===== src/design/dafmt_pkg.sv =====
// package for the decimal ascii formatter
// holds the transaction structs, command bit positions and character codes
// no dependencies
`timescale 1ns / 1ps

package dafmt_pkg;

  localparam int VALUE_W = 32;
  localparam int CMD_W = 2;
  localparam int CHAR_W = 8;

  // cmd bit positions
  localparam int CMD_SIGNED_BIT = 0;
  localparam int CMD_CRLF_BIT = 1;

  // a 32-bit magnitude never needs more than ten decimal digits
  localparam int DIGIT_SLOTS = 10;

  localparam logic [CHAR_W-1:0] CHAR_ZERO = 8'h30;
  localparam logic [CHAR_W-1:0] CHAR_MINUS = 8'h2d;
  localparam logic [CHAR_W-1:0] CHAR_CR = 8'h0d;
  localparam logic [CHAR_W-1:0] CHAR_LF = 8'h0a;

  typedef struct packed {
    logic [CMD_W-1:0]   cmd;
    logic [VALUE_W-1:0] value;
  } in_t;

  typedef struct packed {
    logic [CHAR_W-1:0] ascii_char;
    logic              last_char;
  } out_t;

endpackage


===== src/design/decimal_ascii_formatter_unit.sv =====
// decimal ascii formatter top level
// bit-serial binary to bcd conversion followed by the result's characters, one per transfer
// depends on dafmt_pkg
`timescale 1ns / 1ps

// channel | direction | handshake          | payload
// in_     | input     | in_valid/in_stall   | dafmt_pkg::in_t  (cmd, value)
// out_    | output    | out_valid/out_stall | dafmt_pkg::out_t (ascii_char, last_char)
//
// one transaction at a time: acceptance, then a shift-and-correct step for each
// of the 32 value bits through the bcd shift register, a step for each dropped
// leading zero digit and one to leave that phase, then one character per cycle
// (1 to 13 at ten digits) while out_stall is low; the conversion loop shifts in
// one bit per cycle
// rst_n is synchronous and clears the sequencer and out_valid
// in_stall is high from acceptance until the last character is loaded

module decimal_ascii_formatter_unit #(
  parameter int MAX_DIGITS = 10
) (
  input  logic            clk,
  input  logic            rst_n,
  input  logic            in_valid,
  output logic            in_stall,
  input  dafmt_pkg::in_t  in_data,
  output logic            out_valid,
  input  logic            out_stall,
  output dafmt_pkg::out_t out_data
);

  localparam int DIGS = (MAX_DIGITS < dafmt_pkg::DIGIT_SLOTS) ?
                        MAX_DIGITS : dafmt_pkg::DIGIT_SLOTS;
  localparam int BCD_W = 4 * DIGS;
  localparam int REM_W = $clog2(DIGS + 1);
  localparam int BIT_W = $clog2(dafmt_pkg::VALUE_W);
  localparam logic [BIT_W-1:0] BIT_LAST = BIT_W'(dafmt_pkg::VALUE_W - 1);
  localparam logic [REM_W-1:0] REM_ONE = REM_W'(1);

  typedef enum logic [2:0] {
    S_IDLE,
    S_CONV,
    S_SKIP,
    S_SIGN,
    S_DIG,
    S_CR,
    S_LF
  } state_t;

  state_t                         state_r, state_nxt;
  logic [dafmt_pkg::VALUE_W-1:0]  mag_r, mag_nxt;
  logic [BCD_W-1:0]               bcd_r, bcd_nxt;
  logic                           ovf_r, ovf_nxt;
  logic                           neg_r, neg_nxt;
  logic                           crlf_r, crlf_nxt;
  logic [BIT_W-1:0]               bit_cnt_r, bit_cnt_nxt;
  logic [REM_W-1:0]               rem_r, rem_nxt;
  logic                           out_valid_r, out_valid_nxt;
  dafmt_pkg::out_t                out_data_r, out_data_nxt;

  logic                           in_acc;
  logic                           out_free;
  logic                           in_neg;
  logic [BCD_W-1:0]               bcd_adj;
  logic [3:0]                     top_digit;

  assign in_acc = in_valid && (state_r == S_IDLE);
  assign out_free = !out_valid_r || !out_stall;
  assign in_neg = in_data.cmd[dafmt_pkg::CMD_SIGNED_BIT] &&
                  in_data.value[dafmt_pkg::VALUE_W-1];
  assign top_digit = bcd_r[BCD_W-1 -: 4];

  // add 3 to every digit of 5 or more before the shift
  always_comb begin
    for (int i = 0; i < DIGS; i++) begin
      bcd_adj[4*i +: 4] = (bcd_r[4*i +: 4] >= 4'd5) ? bcd_r[4*i +: 4] + 4'd3 :
                          bcd_r[4*i +: 4];
    end
  end

  always_comb begin
    state_nxt = state_r;
    mag_nxt = mag_r;
    bcd_nxt = bcd_r;
    ovf_nxt = ovf_r;
    neg_nxt = neg_r;
    crlf_nxt = crlf_r;
    bit_cnt_nxt = bit_cnt_r;
    rem_nxt = rem_r;
    out_data_nxt = out_data_r;
    out_valid_nxt = out_valid_r && out_stall;

    case (state_r)
      S_IDLE: begin
        if (in_acc) begin
          neg_nxt = in_neg;
          crlf_nxt = in_data.cmd[dafmt_pkg::CMD_CRLF_BIT];
          mag_nxt = in_neg ? (~in_data.value + 32'd1) : in_data.value;
          bcd_nxt = '0;
          ovf_nxt = 1'b0;
          bit_cnt_nxt = '0;
          rem_nxt = REM_W'(DIGS);
          state_nxt = S_CONV;
        end
      end
      S_CONV: begin
        bcd_nxt = {bcd_adj[BCD_W-2:0], mag_r[dafmt_pkg::VALUE_W-1]};
        mag_nxt = {mag_r[dafmt_pkg::VALUE_W-2:0], 1'b0};
        // a bit leaving the top digit means more digits than are kept
        ovf_nxt = ovf_r || bcd_adj[BCD_W-1];
        bit_cnt_nxt = bit_cnt_r + BIT_W'(1);
        if (bit_cnt_r == BIT_LAST) begin
          state_nxt = S_SKIP;
        end
      end
      S_SKIP: begin
        if (!ovf_r && (top_digit == 4'd0) && (rem_r > REM_ONE)) begin
          bcd_nxt = bcd_r << 4;
          rem_nxt = rem_r - REM_ONE;
        end else begin
          state_nxt = neg_r ? S_SIGN : S_DIG;
        end
      end
      S_SIGN: begin
        if (out_free) begin
          out_valid_nxt = 1'b1;
          out_data_nxt.ascii_char = dafmt_pkg::CHAR_MINUS;
          out_data_nxt.last_char = 1'b0;
          state_nxt = S_DIG;
        end
      end
      S_DIG: begin
        if (out_free) begin
          out_valid_nxt = 1'b1;
          out_data_nxt.ascii_char = dafmt_pkg::CHAR_ZERO | {4'd0, top_digit};
          out_data_nxt.last_char = (rem_r == REM_ONE) && !crlf_r;
          bcd_nxt = bcd_r << 4;
          rem_nxt = rem_r - REM_ONE;
          if (rem_r == REM_ONE) begin
            state_nxt = crlf_r ? S_CR : S_IDLE;
          end
        end
      end
      S_CR: begin
        if (out_free) begin
          out_valid_nxt = 1'b1;
          out_data_nxt.ascii_char = dafmt_pkg::CHAR_CR;
          out_data_nxt.last_char = 1'b0;
          state_nxt = S_LF;
        end
      end
      S_LF: begin
        if (out_free) begin
          out_valid_nxt = 1'b1;
          out_data_nxt.ascii_char = dafmt_pkg::CHAR_LF;
          out_data_nxt.last_char = 1'b1;
          state_nxt = S_IDLE;
        end
      end
      default: begin
        state_nxt = S_IDLE;
      end
    endcase
  end

  always_ff @(posedge clk) begin
    if (!rst_n) begin
      state_r <= S_IDLE;
      out_valid_r <= 1'b0;
    end else begin
      state_r <= state_nxt;
      out_valid_r <= out_valid_nxt;
    end
    mag_r <= mag_nxt;
    bcd_r <= bcd_nxt;
    ovf_r <= ovf_nxt;
    neg_r <= neg_nxt;
    crlf_r <= crlf_nxt;
    bit_cnt_r <= bit_cnt_nxt;
    rem_r <= rem_nxt;
    out_data_r <= out_data_nxt;
  end

  assign in_stall = (state_r != S_IDLE);
  assign out_valid = out_valid_r;
  assign out_data = out_data_r;

  // busy right after a transaction is taken
  a_busy_after_accept: assert property (@(posedge clk) disable iff (!rst_n)
    in_valid && !in_stall |=> in_stall)
    else $error("block not busy after accepting a transaction");

  // conversion ends after the last bit
  a_conv_length: assert property (@(posedge clk) disable iff (!rst_n)
    (state_r == S_CONV) && (bit_cnt_r == BIT_LAST) |=> (state_r == S_SKIP))
    else $error("conversion did not end after the last bit");

  // digit count never runs out while digits are emitted
  a_digits_left: assert property (@(posedge clk) disable iff (!rst_n)
    (state_r == S_DIG) |-> (rem_r != '0))
    else $error("digit emission with no digit left");

  // nothing new is loaded while a stalled character waits
  a_no_overwrite: assert property (@(posedge clk) disable iff (!rst_n)
    out_valid_r && out_stall && (state_r != S_CONV) && (state_r != S_SKIP) &&
    (state_r != S_IDLE) |=> $stable(state_r))
    else $error("sequencer advanced while output was stalled");

endmodule

===== config.mk =====
export PLATFORM = sky130hd
export DESIGN_NAME = decimal_ascii_formatter_unit
export DESIGN_NICKNAME = d
export VERILOG_FILES = /design/src/design/dafmt_pkg.sv /design/src/design/decimal_ascii_formatter_unit.sv
export SDC_FILE = /design/constraint.sdc
export NUM_CORES = 1
export LEC_CHECK = 0
export BUFFER_PORTS_ARGS = -buffer_cell sky130_fd_sc_hd__buf_2
export CORE_MARGIN = 1
export CORE_UTILIZATION = 60
export CTS_CLUSTER_DIAMETER = 150
export DETAILED_ROUTE_END_ITERATION = 8
export PLACE_DENSITY = 0.8
export SETUP_SLACK_MARGIN = 0.05
export SLEW_MARGIN = 5
export SYNTH_ARGS = -nofsm -noshare
export SYNTH_HDL_FRONTEND = slang
export SYNTH_SLANG_ARGS = --single-unit

===== constraint.sdc =====
create_clock -name clk -period 6.5 [get_ports clk]
set_input_delay 0.325 -clock clk [delete_from_list [all_inputs] [get_ports clk]]
set_output_delay 0.325 -clock clk [all_outputs]
set_load 0.05 [all_outputs]

=== Word-level counts from Yosys, hierarchy flattened ===
Index checks and enable logic that the tools add are counted.

* Flip-flop bits (word level): 97
* Input port bits: 38
* Logic and storage cells: 122
* Output and inout port bits: 11

* Mux-type cells: 43
* Bitwise gates (word level): 1
* Reduce and logical (&&, ||, !) cells: 26
* Equal/unequal tests: 17
* Magnitude comparators: 11
* Add/subtract/negate cells: 13

{| class="wikitable"
|+ Operators with widths
! operator !! number
|-
| 40-bit case mux with 4 select lines || 1
|-
| 40-bit 2-to-1 mux || 3
|-
| 32-bit 2-to-1 mux || 2
|-
| 32-bit case mux with 2 select lines || 1
|-
| 4-bit 2-to-1 mux || 13
|-
| 4-bit by 2-bit adder with 4-bit output, second input constant || 10
|-
| 4-bit by 3-bit greater-or-equal comparator with 1-bit output, second input constant || 10
|-
| 9-bit 2-to-1 mux || 4
|-
| 9-bit case mux with 4 select lines || 1
|-
| 32-bit by 1-bit adder with 32-bit output, second input constant || 1
|-
| 32-bit inverter || 1
|-
| 3-bit 2-to-1 mux || 10
|-
| 3-bit case mux with 7 select lines || 1
|-
| 2-bit != test, second input constant || 9
|-
| 4-bit case mux with 3 select lines || 1
|-
| 5-bit case mux with 2 select lines || 1
|-
| 3-bit == test, second input constant || 3
|-
| 4-bit AND reduction || 2
|-
| 8-bit AND reduction || 1
|-
| 4-bit nonzero test || 2
|-
| 3-bit by 2-bit == test with 1-bit output, second input constant || 2
|-
| 1-bit logical AND || 6
|-
| 3-bit nonzero test || 2
|-
| 5-bit by 1-bit adder with 5-bit output, second input constant || 1
|-
| other kinds (16) || 23
|}

=== Depth between registers and ports, before layout ===
Gate-level depths: netlist (run 1).

* Depth in word-level cells: 5
* Mapped depth: 7
* Depth with buffers taken out: 7

=== Worst setup path after synthesis (run 1) ===
OpenSTA, ideal clock, no wires.

* Kind: reg2reg
* Start point: reg state_r[1]
* End point: reg bcd_r[0], enable pin
* Setup time: 403 ps
* Data required time: 6097 ps
* Cell stages (with the launch flop): 5
* Arrival: 5108 ps
* Clock period less this slack: 5511 ps
* Path buffers: 1
* Path slack: 989 ps
* Cells stage by stage: dfxtp_1 > clkbuf_1 > or3_1 > o21ai_0 > nand2b_1

* Cells in the longest elaborated chain, start to end: 4
* Elaborated cells on any way between the ends: 10
* Classes of those cells: eq/ne (6); reduce/logical (4)

{| class="wikitable"
|+ RTL lines
! element !! line !! text
|-
| start: declaration || decimal_ascii_formatter_unit.sv:49 || <nowiki>state_t state_r, state_nxt;</nowiki>
|-
| start signal: assignment || decimal_ascii_formatter_unit.sv:170 || <nowiki>state_r <= state_nxt;</nowiki>
|-
| 3-bit logical NOT || decimal_ascii_formatter_unit.sv:66, decimal_ascii_formatter_unit.sv:92 ||
|-
| 1-bit logical AND || decimal_ascii_formatter_unit.sv:66 || <nowiki>assign in_acc = in_valid && (state_r == S_IDLE);</nowiki>
|-
| 2-bit != test (no line) || n/a ||
|-
| 4-bit AND reduction (no line) * || n/a ||
|-
| end signal: assignment || decimal_ascii_formatter_unit.sv:174 || <nowiki>bcd_r <= bcd_nxt;</nowiki>
|-
| end: declaration || decimal_ascii_formatter_unit.sv:51 || <nowiki>logic [BCD_W-1:0] bcd_r, bcd_nxt;</nowiki>
|}

Mark *: on every way between the ends. The rest lies on a longest branch, timed or not.
A chain may end at the register's enable or synchronous reset.

=== Final worst setup path (run 1) ===
* Start point: reg state_r[0]
* End point: reg bcd_r[21], enable pin

The elaborated chain is that of the path after synthesis.

==> results.md, run 1 <==
| Item | Value |
|:---|:---|
| Result of the run | finished, final reports clean |
| Number of filler cells placed in the layout | 665 |
| Startpoint-to-endpoint class of the critical path | register to register |
| Worst path arrival time | 3.47 ns |
| Share of synthesized area occupied by flip-flops and latches | 49.9% |
| Synth cell types | 47 |
| # Max-Cap Violations | 0 |
| IO buf count | 46 |
| Final Worst Setup Slack | 3.01 ns |
| Final Slew Violations | 0 |
| Maximum number of pins on one net before global-route repair | 71 |
| Horizontal die dimension | 98.9 um |
| Number of nets in the layout | 675 |
| First DRT Iteration DRCs | 269 |
| Area of the mapped netlist | 5640 um^2 |
| Slew @ Worst Pin | 0.968 ns |
| RSZ-0062 raised after global routing | false |
| Worst min-delay path class | primary input to register |
| Die Area | 9780 um^2 |
| Max rail drop VDD | 0.000125 V |
| Worst clock skew | 0.0122 ns |
| Setup TNS Final | 0 ns |
| Overall Global Routing Usage | 23.9% |
| F_max | 286 MHz |
| GRT overflow | 0 |
| Global-route wire length before repair | 18.4 mm |
| Library cell used as clock root buffer | clkbuf_8 |
| Syn Area/Cell | 9.82 um^2 |
| Total DRC errors in the routed layout | 0 |
| Cell leakage power | 2.26 nW |
| Count of warnings emitted by yosys | 0 |
| Type of element launching the critical path | register |
| H-tree levels | 3 |
| Growth of design area from synthesis to finish | 9.39% |
| CP bufs+invs | 3 |
| Final standard cell area without fillers | 6160 um^2 |
| Total of hold buffers inserted after clock tree synthesis | 0 |
| Initial Util | 63.4% |
| Die height | 98.9 um |
| Total Wirelength | 10.9 mm |
| Cell with the biggest individual delay on the critical path | nand2b_2 |
| Global Route met1 Usage | 30.4% |
| Final weighted congestion in routability-driven placement | 0.834 |
| Pwr/cell area | 275 nW/um^2 |
| Number of buffers created by CTS | 9 |
| Number of post-CTS setup repair buffers | 0 |
| CTS resizes | 0 |
| Most frequent cell on the critical path | buf_4 |
| Layer with the highest usage | met2 |
| Critical-path maximum fanout | 70 |
| Normalized max-slew margin | 35.5% |
| Pre-CTS setup slack | 3.02 ns |
| Met3 global-route usage | 4.68% |
| Post-route minimum period | 3.49 ns |
| Post-DR vias/cell | 5.86 |
| Final hold violation count | 0 |
| Number of antenna repair diodes | 0 |
| Number of iterations in the first detailed-routing pass | 5 |
| Initial antenna violation count | 0 |
| Placement Cell Area | 5960 um^2 |
| Clock-pin slew reported for the worst setup and hold paths after clock tree synthesis | 0.09 ns |
| CTS tree | yes |
| TritonCTS Sinks | 95 |
| WL/cell | 15.0 um |
| Final setup violating endpoints | 0 |
| Slowest cell delay on critical path | 0.86 ns |
| Kind of capture point of the worst setup path | register |
| Gate count after technology mapping | 574 |
| Period Utilization, post-route | 53.7% |
| Cells along the critical path | inv_2 -> or3_2 -> buf_4 -> o21ai_4 -> buf_4 -> nand2b_2 |
| Number of enable-type register cells in the synthesized netlist | 91 |
| Remaining number of nets flagged by the antenna check after routing | 0 |
| Total power | 1.70 mW |
| Hold slack | 0.146 ns |
| Worst Path Required | 6.48 ns |
| Vias in the first global route | 4005 |
| Maximum buffer depth of the clock tree | 2 |
| Proportion of layout cells with a drive suffix above 1 | 12.2% |
| Final HPWL from detailed placement | 7.45 mm |
| #FFs+latches synth | 95 |
| Clock Latency Late Sink | 0.36 ns |
| Top delay family on crit path | simple AND/OR/NAND/NOR gates |
| Row Count | 34 |
| DR vias | 4245 |
| Floorplan core area | 8890 um^2 |
| Fraction of registers with async set or reset after synthesis | 0% |
| GR met2 Demand/Resource | 40.3% |
| Number of top-level design ports | 49 |
| Predominant post-synthesis flop cell | edfxtp_1 |
-- per-stage QoR --
stage	cells	utilization [%]
5_1_grt	724	69.3
2_1_floorplan	575	-
3_5_place_dp	708	67.0
3_3_place_gp	708	67.0
6_report	724	69.3
4_1_cts	724	69.3
-- power by group --
| part | total (mW) | internal [mW] | switching, mW |
|---|---|---|---|
| logic | 0.401 | 0.156 | 0.246 |
| clock network | 0.398 | 0.198 | 0.200 |
| registers | 0.898 | 0.817 | 0.0804 |
-- worst register-to-register path: stages, from the launching register on --
cell and delay (ns):
dfxtp_1 0.63, inv_2 0.17, or3_2 0.50, buf_4 0.35
o21ai_4 0.13, buf_4 0.44, nand2b_2 0.87
-- cell usage after synthesis (21+ instances only) --
library cell | count | share of area [%]
xor2_1 | 29 | 4.5
clkbuf_1 | 21 | 1.4
inv_1 | 29 | 1.9
nor2_1 | 45 | 3.0
o21ai_0 | 45 | 4.0
xnor2_1 | 21 | 3.3
nand2_1 | 69 | 4.6
a21oi_1 | 49 | 4.4
edfxtp_1 | 91 | 48
ha_1 | 26 | 5.8
o21ai_1 | 24 | 2.1
-- logic make-up after synthesis --
group	share of synthesized area, %
buffers and inverters	3.80
adder cells (fa/ha/maj)	5.77
other	0.0665
multiplexers	0.377
AO/OA/AOI/OAI	16.5
AND/OR/NAND/NOR	15.8
XOR/XNOR	7.77
flip-flops	49.9
-- registers in the layout (all words and copies together), names as in the netlist, 3 cells and up --
signal and count:
bcd_r 40, mag_r 32, out_data 7, bit_cnt_r 5
rem_r 4, state_r 3
-- final timing paths --
| path | from | slack [ns] | depth (start not counted) | to |
|---|---|---|---|---|
| worst max-delay path | state_r[0]$_SDFFE_PN0P_ | 3.01 | 6 | bcd_r[21]$_DFFE_PP_ |
| worst min-delay path | in_data[33] | 0.15 | 1 | crlf_r$_DFFE_PP_ |
| worst max register to register | state_r[0]$_SDFFE_PN0P_ | 3.01 | 6 | bcd_r[21]$_DFFE_PP_ |
| worst min register to register | mag_r[27]$_DFFE_PP_ | 0.54 | 2 | mag_r[28]$_DFFE_PP_ |
-- layout make-up --
cell class | instances | area [um^2] | share of cell area, %
Inverter | 30 | 113 | 1.83
Tap cell | 108 | 135 | 2.19
Multi-Input combinational cell | 425 | 2640 | 42.8
Timing Repair Buffer | 50 | 260 | 4.22
Sequential cell | 95 | 2810 | 45.6
Clock buffer | 11 | 151 | 2.46
Clock inverter | 5 | 56.3 | 0.913
-- layer usage --
metal,routed length [um],part of all wire [%]
met5,0,0
met2,5530,51
met1,4760,44
met4,182,1.7
met3,428,3.9
-- cell usage in the layout (no fill, tap or decap), types with 2 or more instances in the layout --
cell type  synthesis  final
o31ai_1           16     16
nand4b_1           2      2
or3_1              3      2
edfxtp_1          91     91
dfxtp_1            4      4
a211oi_1           3      3
o41ai_1            4      4
buf_4              2      4
ha_1              26     26
clkbuf_8           0     11
a311oi_1           2      2
nor4_1             2      2
clkinv_2           0      2
or4_1              2      2
nand2b_1          16     15
inv_1             29     29
o21ai_1           24     24
a31oi_1            3      3
o21ai_0           45     44
a22oi_1            2      2
a21oi_1           49     48
conb_1             1      2
nor2b_1            4      4
nor2_1            45     45
nor3b_1           16     16
buf_2              0     46
xnor2_1           21     21
nand2_1           69     69
a22o_1             6      6
and2_1             5      5
xor2_1            29     29
or4b_1             2      2
nor3_1             8      7
nand3_1            5      5
nand4_1            2      2
Power figures use the tool's default switching activity.
==> inputs of run 2 (changes only) <==
--- a/config.mk
+++ b/config.mk
@@ -7,10 +7,10 @@
 export LEC_CHECK = 0
 export BUFFER_PORTS_ARGS = -buffer_cell sky130_fd_sc_hd__buf_2
 export CORE_MARGIN = 1
-export CORE_UTILIZATION = 60
+export CORE_UTILIZATION = 54
 export CTS_CLUSTER_DIAMETER = 150
 export DETAILED_ROUTE_END_ITERATION = 8
-export PLACE_DENSITY = 0.8
+export PLACE_DENSITY = 0.76
 export SETUP_SLACK_MARGIN = 0.05
 export SLEW_MARGIN = 5
 export SYNTH_ARGS = -nofsm -noshare
==> constraint.sdc (replaced) <==
create_clock -name clk -period 3.1 [get_ports clk]
set_input_delay 0.155 -clock clk [delete_from_list [all_inputs] [get_ports clk]]
set_output_delay 0.155 -clock clk [all_outputs]
set_load 0.05 [all_outputs]
==> results.md, run 2 (synthesized netlist as in run 1, its figures left out) <==
| Item | Value | Delta |
|:---|:---|:---|
| First DRT Iteration DRCs | 240 | -11% |
| Final weighted congestion in routability-driven placement | 0.792 | -5.0% |
| # Max-Cap Violations | 0 | unchanged |
| Top metal layer carrying routed signals | met4 |  |
| Post-route minimum period | 2.55 ns | -0.945 ns |
| Final hold violation count | 0 | unchanged |
| Max rail drop VDD | 0.000295 V | +140% |
| Launch instance of the worst register-to-register path | bcd_r[36]$_DFFE_PP_ |  |
| Critical-path maximum fanout | 14 | -80% |
| Slew @ Worst Pin | 0.713 ns | -0.255 ns |
| Growth of design area from synthesis to finish | 10.4% |  |
| F_max | 393 MHz | +37% |
| WL met2 | 5.40 mm | -2.4% |
| RR Endpoint | bcd_r[26]$_DFFE_PP_ |  |
| Normalized max-slew margin | 52.4% | +17 points |
| Slowest cell delay on critical path | 0.43 ns | -0.43 ns |
| Crit path launch | bcd_r[36]$_DFFE_PP_ |  |
| Part of the total power dissipated in combinational logic | 25.1% | +1.5 points |
| Remaining number of nets flagged by the antenna check after routing | 0 | unchanged |
| Number of filler cells placed in the layout | 824 | +24% |
| Wire length on met3 | 460 um | +7.5% |
| Internal Dissipation | 2.35 mW | +100% |
| Final Slew Violations | 0 | unchanged |
| Number of antenna repair diodes | 0 | unchanged |
| Startpoint-to-endpoint class of the critical path | register to register |  |
| CTS tree | yes |  |
| Maximum buffer depth of the clock tree | 2 | unchanged |
| Met1 Routed Length | 4.89 mm | +2.7% |
| Most frequent cells in the layout | edfxtp_1, nand2_1, a21oi_1 |  |
| R2r setup slk | 0.55 ns | -2.46 ns |
| Overall Global Routing Usage | 21.1% | -2.8 points |
| Commonest non-fill, non-tap cell in the layout | edfxtp_1 |  |
| Worst Reg2Reg Path Length in Cells | 7 | +1 |
| Portion of total power attributed to the clock network | 20.8% | -2.7 points |
| Sequential cell area in the final layout | 2810 um^2 | unchanged |
| Worst min-delay path class | primary input to register |  |
| Initial Util | 56.6% | -6.8 points |
| Type of element launching the critical path | register |  |
| Kind of capture point of the worst setup path | register |  |
| Switching power summed over all nets | 1.12 mW | +110% |
| DR vias | 4267 | +0.52% |
| Die Area | 10800 um^2 | +11% |
| H-tree levels | 3 | unchanged |
| Number of top-level design ports | 49 | unchanged |
| Vias in the first global route | 4116 | +2.8% |
| Number of buffers created by CTS | 9 | unchanged |
| Floorplan core area | 9950 um^2 | +12% |
| Cell leakage power | 2.28 nW | +0.63% |
| IO buf count | 46 | unchanged |
| Timing endpoint of the critical path | bcd_r[26]$_DFFE_PP_ |  |
| RSZ-0062 raised after global routing | false |  |
| Cells along the critical path | inv_1 -> ha_1 -> or4b_1 -> a211oi_1 -> o21ai_0 -> nand2b_2 -> buf_4 |  |
| Flip-flop count of the largest register, all copies and words added | 40 | unchanged |
| Cell with the biggest individual delay on the critical path | or4b_1 |  |
| Period Utilization, post-route | 82.2% | +28 points |
| Clock-pin slew reported for the worst setup and hold paths after clock tree synthesis | 0.09 ns | about the same |
| Total DRC errors in the routed layout | 0 | unchanged |
| Number of post-CTS setup repair buffers | 0 | unchanged |
| Horizontal die dimension | 104 um | +5.3% |
| TritonCTS Sinks | 95 | unchanged |
| Final setup violating endpoints | 0 | unchanged |
| Number of iterations in the first detailed-routing pass | 5 | unchanged |
| Largest register by flop count | bcd_r |  |
| Clock Latency Late Sink | 0.36 ns | about the same |
| Final HPWL from detailed placement | 7.42 mm | -0.45% |
| Worst path arrival time | 2.62 ns | -0.85 ns |
| CTS resizes | 0 | unchanged |
| Result of the run | finished, final reports clean |  |
| Initial antenna violation count | 0 | unchanged |
| GRT overflow | 0 | unchanged |
| Pwr/cell area | 557 nW/um^2 | +100% |
| Die height | 104 um | +5.3% |
| Library cell used as clock root buffer | clkbuf_8 |  |
| Number of nets in the layout | 682 | +1.0% |
| Maximum number of pins on one net before global-route repair | 70 | -1.4% |
| Combined area of the multi-input logic cells | 2640 um^2 | unchanged |
| Worst clock skew | 0.0136 ns | +0.00147 ns |
| Flop pwr share | 54.1% | +1.2 points |
| Worst Path Required | 3.18 ns | -3.30 ns |
| Post-DR vias/cell | 5.64 | -3.7% |
| Proportion of layout cells with a drive suffix above 1 | 12.7% | +0.51 points |
| Hold slack | 0.0692 ns | -0.0769 ns |
| Net switching share of the total power | 32.3% | +1.3 points |
| Total Wirelength | 10.9 mm | about the same |
| Global-route wire length before repair | 18.5 mm | +0.90% |
| Row Count | 36 | +5.9% |
| WL/cell | 14.4 um | -4.3% |
| Setup TNS Final | 0 ns | unchanged |
-- run 2: cell count changes in the layout (fill, tap and decap cells not counted) --
cell / change
dlygate4sd3_1: +1
clkinv_4: -1
clkinvlp_4: +1
clkbuf_1: +2
bufinv_16: -1
buf_12: +1
inv_6: +1
buf_4: +5
clkbuf_8: -2
-- run 2: cell type report --
| type | instances | share of cell area (%) |
|---|---|---|
| clock inverter | 5 | 0.543 |
| clock buffer | 11 | 2.11 |
| tap | 133 | 2.67 |
| sequential | 95 | 45.2 |
| inverter | 30 | 1.81 |
| timing repair buffer | 57 | 5.27 |
| multi-input combinational | 425 | 42.4 |
-- run 2: how the worst min path moves through the flow --
stage,from,endpoint,slack [ns],cells past startpoint
after floorplan,in_data[33],crlf_r$_DFFE_PP_,0.25,0
after global placement,in_data[33],crlf_r$_DFFE_PP_,0.34,1
after detailed placement,in_data[33],crlf_r$_DFFE_PP_,0.33,1
after CTS,rst_n,state_r[1]$_SDFFE_PN0P_,0.06,2
after global routing,rst_n,state_r[1]$_SDFFE_PN0P_,0.06,2
final,rst_n,state_r[1]$_SDFFE_PN0P_,0.07,2
-- run 2: power groups by stage --
| stage | Clock, mW | Combinational (mW) | Sequential (mW) |
|---|---|---|---|
| final | 0.720 | 0.870 | 1.87 |
| after global routing | 0.781 | 0.982 | 1.90 |
| after CTS | 0.747 | 0.876 | 1.87 |
| after detailed placement | 0 | 0.871 | 1.90 |
| after global placement | 0 | 0.822 | 1.89 |
| after floorplan | 0 | 0.651 | 1.85 |
-- run 2: repair_timing --
action / CTS / global route
hold buffers: 1 / 0
endpoints found under the hold margin: 1 / 0
setup endpoints to repair: 0 / 0
-- run 2: metrics by stage --
stage	instances	instance area (um^2)	setup slack, ns	utilization [%]	total power [mW]
after floorplan	575	5650	0.121	-	2.50
after global placement	739	6050	0.651	60.7	2.71
after detailed placement	739	6050	0.585	60.7	2.77
after CTS	756	6220	0.553	62.5	3.49
after global routing	756	6220	0.339	62.5	3.67
final	756	6220	0.553	62.5	3.46
-- run 2: per-layer routing --
metal / up-vias / global-route usage, %
li1: 2143 / -
met1: 1999 / 27.2
met2: 111 / 35.9
met3: 14 / 3.82
met4: 0 / 6.84
met5: - / 0
-- run 2: worst max-delay path: cells and delay by family (launching register included) --
family,cells,cell delay [ns]
simple gates,2,0.75
buf+inv,2,0.40
flops,1,0.42
compound gates,2,0.52
fa+ha+maj,1,0.16
==> inputs of run 3 (changes only) <==
--- a/config.mk
+++ b/config.mk
@@ -5,12 +5,13 @@
 export SDC_FILE = /design/constraint.sdc
 export NUM_CORES = 1
 export LEC_CHECK = 0
+export ABC_AREA = 1
 export BUFFER_PORTS_ARGS = -buffer_cell sky130_fd_sc_hd__buf_2
 export CORE_MARGIN = 1
-export CORE_UTILIZATION = 54
+export CORE_UTILIZATION = 55
 export CTS_CLUSTER_DIAMETER = 150
 export DETAILED_ROUTE_END_ITERATION = 8
-export PLACE_DENSITY = 0.76
+export PLACE_DENSITY = 0.77
 export SETUP_SLACK_MARGIN = 0.05
 export SLEW_MARGIN = 5
 export SYNTH_ARGS = -nofsm -noshare
==> constraint.sdc (replaced) <==
create_clock -name clk -period 2.1 [get_ports clk]
set_input_delay 0.105 -clock clk [delete_from_list [all_inputs] [get_ports clk]]
set_output_delay 0.105 -clock clk [all_outputs]
set_load 0.05 [all_outputs]
==> results.md, run 3 <==
| Item | Value | Delta |
|:---|:---|:---|
| Result of the run | finished, final reports clean |  |
| Post-Route Utilization | 63.4% | +0.93 points |
| Clock-pin slew reported for the worst setup and hold paths after clock tree synthesis | 0.10 ns | about the same |
| Portion of total power attributed to the clock network | 12.4% | -8.4 points |
| Row Count | 37 | +2.8% |
| Final setup violating endpoints | 0 | unchanged |
| Commonest non-fill, non-tap cell in the layout | nand2_1 |  |
| Number of antenna repair diodes | 0 | unchanged |
| Total DRC errors in the routed layout | 0 | unchanged |
| Number of post-CTS setup repair buffers | 0 | unchanged |
| Final Worst Setup Slack | 0.185 ns | -0.368 ns |
| Hold Startpoint | in_data[0] |  |
| IO buf count | 46 | unchanged |
| DR vias | 4908 | +15% |
| Cell types occupying the most area after synthesis | edfxtp_1, nand2_1, o21ai_0 |  |
| Number of filler cells placed in the layout | 901 | +9.3% |
| Library cell with the largest summed area after synthesis | edfxtp_1 |  |
| Vias in the first global route | 4569 | +11% |
| Part of the total power dissipated in combinational logic | 45.8% | +21 points |
| Hold slack | 0.0241 ns | -0.0451 ns |
| Switching power summed over all nets | 4.05 mW | +260% |
| Final hold violation count | 0 | unchanged |
| Number of enable-type register cells in the synthesized netlist | 91 | unchanged |
| Final standard cell area without fillers | 6610 um^2 | +6.2% |
| Post-route minimum period | 1.91 ns | -0.632 ns |
| Cell leakage power | 2.84 nW | +25% |
| Total Wirelength | 12.2 mm | +12% |
| Number of top-level design ports | 49 | unchanged |
| F_max | 522 MHz | +33% |
| Count of warnings emitted by yosys | 0 | unchanged |
| Overall Global Routing Usage | 22.7% | +1.6 points |
| Count leader, synth | nand2_1 |  |
| Net switching share of the total power | 42.4% | +10 points |
| Floorplan core area | 10400 um^2 | +4.6% |
| Synth cell types | 37 | -21% |
| Horizontal die dimension | 106 um | +1.7% |
| Total power | 9.54 mW | +180% |
| #FFs+latches synth | 95 | unchanged |
| Share of the synthesized area in the top cell type | 46.0% | -2.5 points |
| Share of synthesized area occupied by flip-flops and latches | 47.4% | -2.6 points |
| Setup TNS Final | 0 ns | unchanged |
| Internal Dissipation | 5.50 mW | +130% |
| Type of element launching the critical path | register |  |
| Initial Util | 57.0% | +0.41 points |
| WL/cell | 13.6 um | -5.9% |
| Critical-path maximum fanout | 20 | +6 |
| Most frequent cells in the layout | nand2_1, edfxtp_1, inv_1 |  |
| First DRT Iteration DRCs | 351 | +46% |
| CTS tree | yes |  |
| Number of cells on the worst hold path | 3 | +1 |
| Area of the mapped netlist | 5940 um^2 | +5.4% |
| Final Slew Violations | 0 | unchanged |
| Worst Path Required | 2.16 ns | -1.02 ns |
| R2r setup slk | 0.19 ns | -0.37 ns |
| Maximum buffer depth of the clock tree | 2 | unchanged |
| Worst min-delay path class | primary input to register |  |
| Final weighted congestion in routability-driven placement | 0.897 | +13% |
| Leading post-synthesis cells by instance count | nand2_1, edfxtp_1, inv_1 |  |
| H-tree levels | 3 | unchanged |
| Clock Latency Late Sink | 0.35 ns | about the same |
| Period Utilization, post-route | 91.2% | +9.0 points |
| Worst path arrival time | 1.98 ns | -0.64 ns |
| Largest register by flop count | bcd_r |  |
| Global-route wire length before repair | 20.5 mm | +11% |
| Flip-flop count of the largest register, all copies and words added | 40 | unchanged |
| Initial antenna violation count | 0 | unchanged |
| GRT overflow | 0 | unchanged |
| Worst Reg2Reg Path Length in Cells | 8 | +1 |
| Flop pwr share | 41.8% | -12 points |
| TritonCTS Sinks | 95 | unchanged |
| Number of nets in the layout | 826 | +21% |
| Placement Cell Area | 6360 um^2 | +5.2% |
| Total instance count after detailed placement | 884 | +20% |
| Post-DR vias/cell | 5.44 | -3.7% |
| Die Area | 11200 um^2 | +3.4% |
| Library cell used as clock root buffer | clkbuf_8 |  |
| Remaining number of nets flagged by the antenna check after routing | 0 | unchanged |
| Worst clock skew | 0.0199 ns | +0.00630 ns |
| Cell Count, Final, Fillers Out | 903 | +19% |
| Number of buffers created by CTS | 9 | unchanged |
| Fraction of registers with async set or reset after synthesis | 0% | unchanged |
| Proportion of layout cells with a drive suffix above 1 | 13.4% | +0.75 points |
| Growth of design area from synthesis to finish | 11.2% |  |
| Maximum number of pins on one net before global-route repair | 53 | -24% |
| Final HPWL from detailed placement | 8.90 mm | +20% |
| Kind of capture point of the worst setup path | register |  |
| Pwr/cell area | 1440 nW/um^2 | +160% |
| Gate count after technology mapping | 708 | +23% |
| Predominant post-synthesis flop cell | edfxtp_1 |  |
| RSZ-0062 raised after global routing | false |  |
| Startpoint-to-endpoint class of the critical path | register to register |  |
| Die height | 106 um | +1.7% |
| Destination of the worst hold path | mag_r[0]$_SDFFCE_PP0P_ |  |
| Max rail drop VDD | 0.000703 V | +140% |
| Syn Area/Cell | 8.39 um^2 | -15% |
| RR Endpoint | bcd_r[36]$_DFFE_PP_ |  |
| Pre-CTS setup slack | 0.151 ns | -0.434 ns |
| Number of iterations in the first detailed-routing pass | 5 | unchanged |
| Launch instance of the worst register-to-register path | bcd_r[36]$_DFFE_PP_ |  |
| # Max-Cap Violations | 0 | unchanged |
==> run 3: changes by cell type after synthesis, moves of 14 or more <==
cell,delta
nand2b_1,-16
o31ai_1,-16
xor2_1,-14
o21ai_1,-19
o21ai_0,+24
nor3b_1,-15
inv_1,+62
nand3_1,+49
clkbuf_1,-21
nand2_1,+97
o22ai_1,+16
a21oi_1,-25
nor2_1,+21
xnor2_1,-15
==> run 3: area by class of cell <==
| class | count | area, um^2 | area share, % |
|---|---|---|---|
| multi-input cells | 497 | 2650 | 40.2 |
| repair buffers | 61 | 410 | 6.21 |
| flip-flops and latches | 95 | 2810 | 42.6 |
| clock buffers | 11 | 131 | 1.99 |
| well taps | 136 | 170 | 2.58 |
| inverters | 98 | 368 | 5.57 |
| clock inverters | 5 | 60.1 | 0.909 |
==> run 3: critical path, stage by stage, from the launching register on <==
cell,delay (ns)
edfxtp_1,0.44
inv_2,0.12
ha_1,0.15
nand3_1,0.09
nor2_1,0.13
nand2_1,0.08
a211oi_2,0.21
or2_4,0.21
clkbuf_16,0.21
==> run 3: cells by family after synthesis <==
logic type | Yosys count | synth area share [%]
AOI/OAI and AO/OA | 132 | 12.7
xor gates and xnor gates | 21 | 3.10
adders and majority gates | 26 | 5.48
buffers and inverters | 117 | 8.26
DFF | 95 | 47.4
other | 1 | 0.0631
and+or+nand+nor | 316 | 23.0
==> run 3: power by group through the flow <==
| stage | Combinational (mW) | Clock (mW) | Sequential, mW |
|---|---|---|---|
| floorplan | 3.00 | 0 | 4.06 |
| global placement | 4.04 | 0 | 3.96 |
| detailed placement | 4.22 | 0 | 4.02 |
| CTS | 4.24 | 1.21 | 3.99 |
| global route | 4.97 | 1.26 | 4.10 |
| finish | 4.37 | 1.19 | 3.99 |
==> run 3: how the worst max path moves through the flow <==
stage | end | slack, ns | from
3_5_place_dp | bcd_r[13]$_DFFE_PP_ | 0.15 | bcd_r[36]$_DFFE_PP_
5_1_grt | bcd_r[36]$_DFFE_PP_ | 0.06 | bcd_r[36]$_DFFE_PP_
3_3_place_gp | bcd_r[23]$_DFFE_PP_ | 0.19 | bcd_r[36]$_DFFE_PP_
4_1_cts | bcd_r[9]$_DFFE_PP_ | 0.13 | bcd_r[36]$_DFFE_PP_
2_1_floorplan | bcd_r[0]$_DFFE_PP_ | 0.06 | bcd_r[36]$_DFFE_PP_
6_report | bcd_r[36]$_DFFE_PP_ | 0.19 | bcd_r[36]$_DFFE_PP_
==> run 3: per-layer routing <==
metal	track usage [%]	vias up	wire length, um
met5	0	-	0
met4	7.24	0	205
met3	2.64	20	608
met2	38.1	163	5940
met1	30.8	2224	5490
li1	-	2501	-
==> run 3: timing repair <==
action	4_1_cts	5_1_grt
endpoints found under the hold margin	4	0
setup endpoints to repair	0	40
gates resized for setup	0	2
hold buffers	2	0
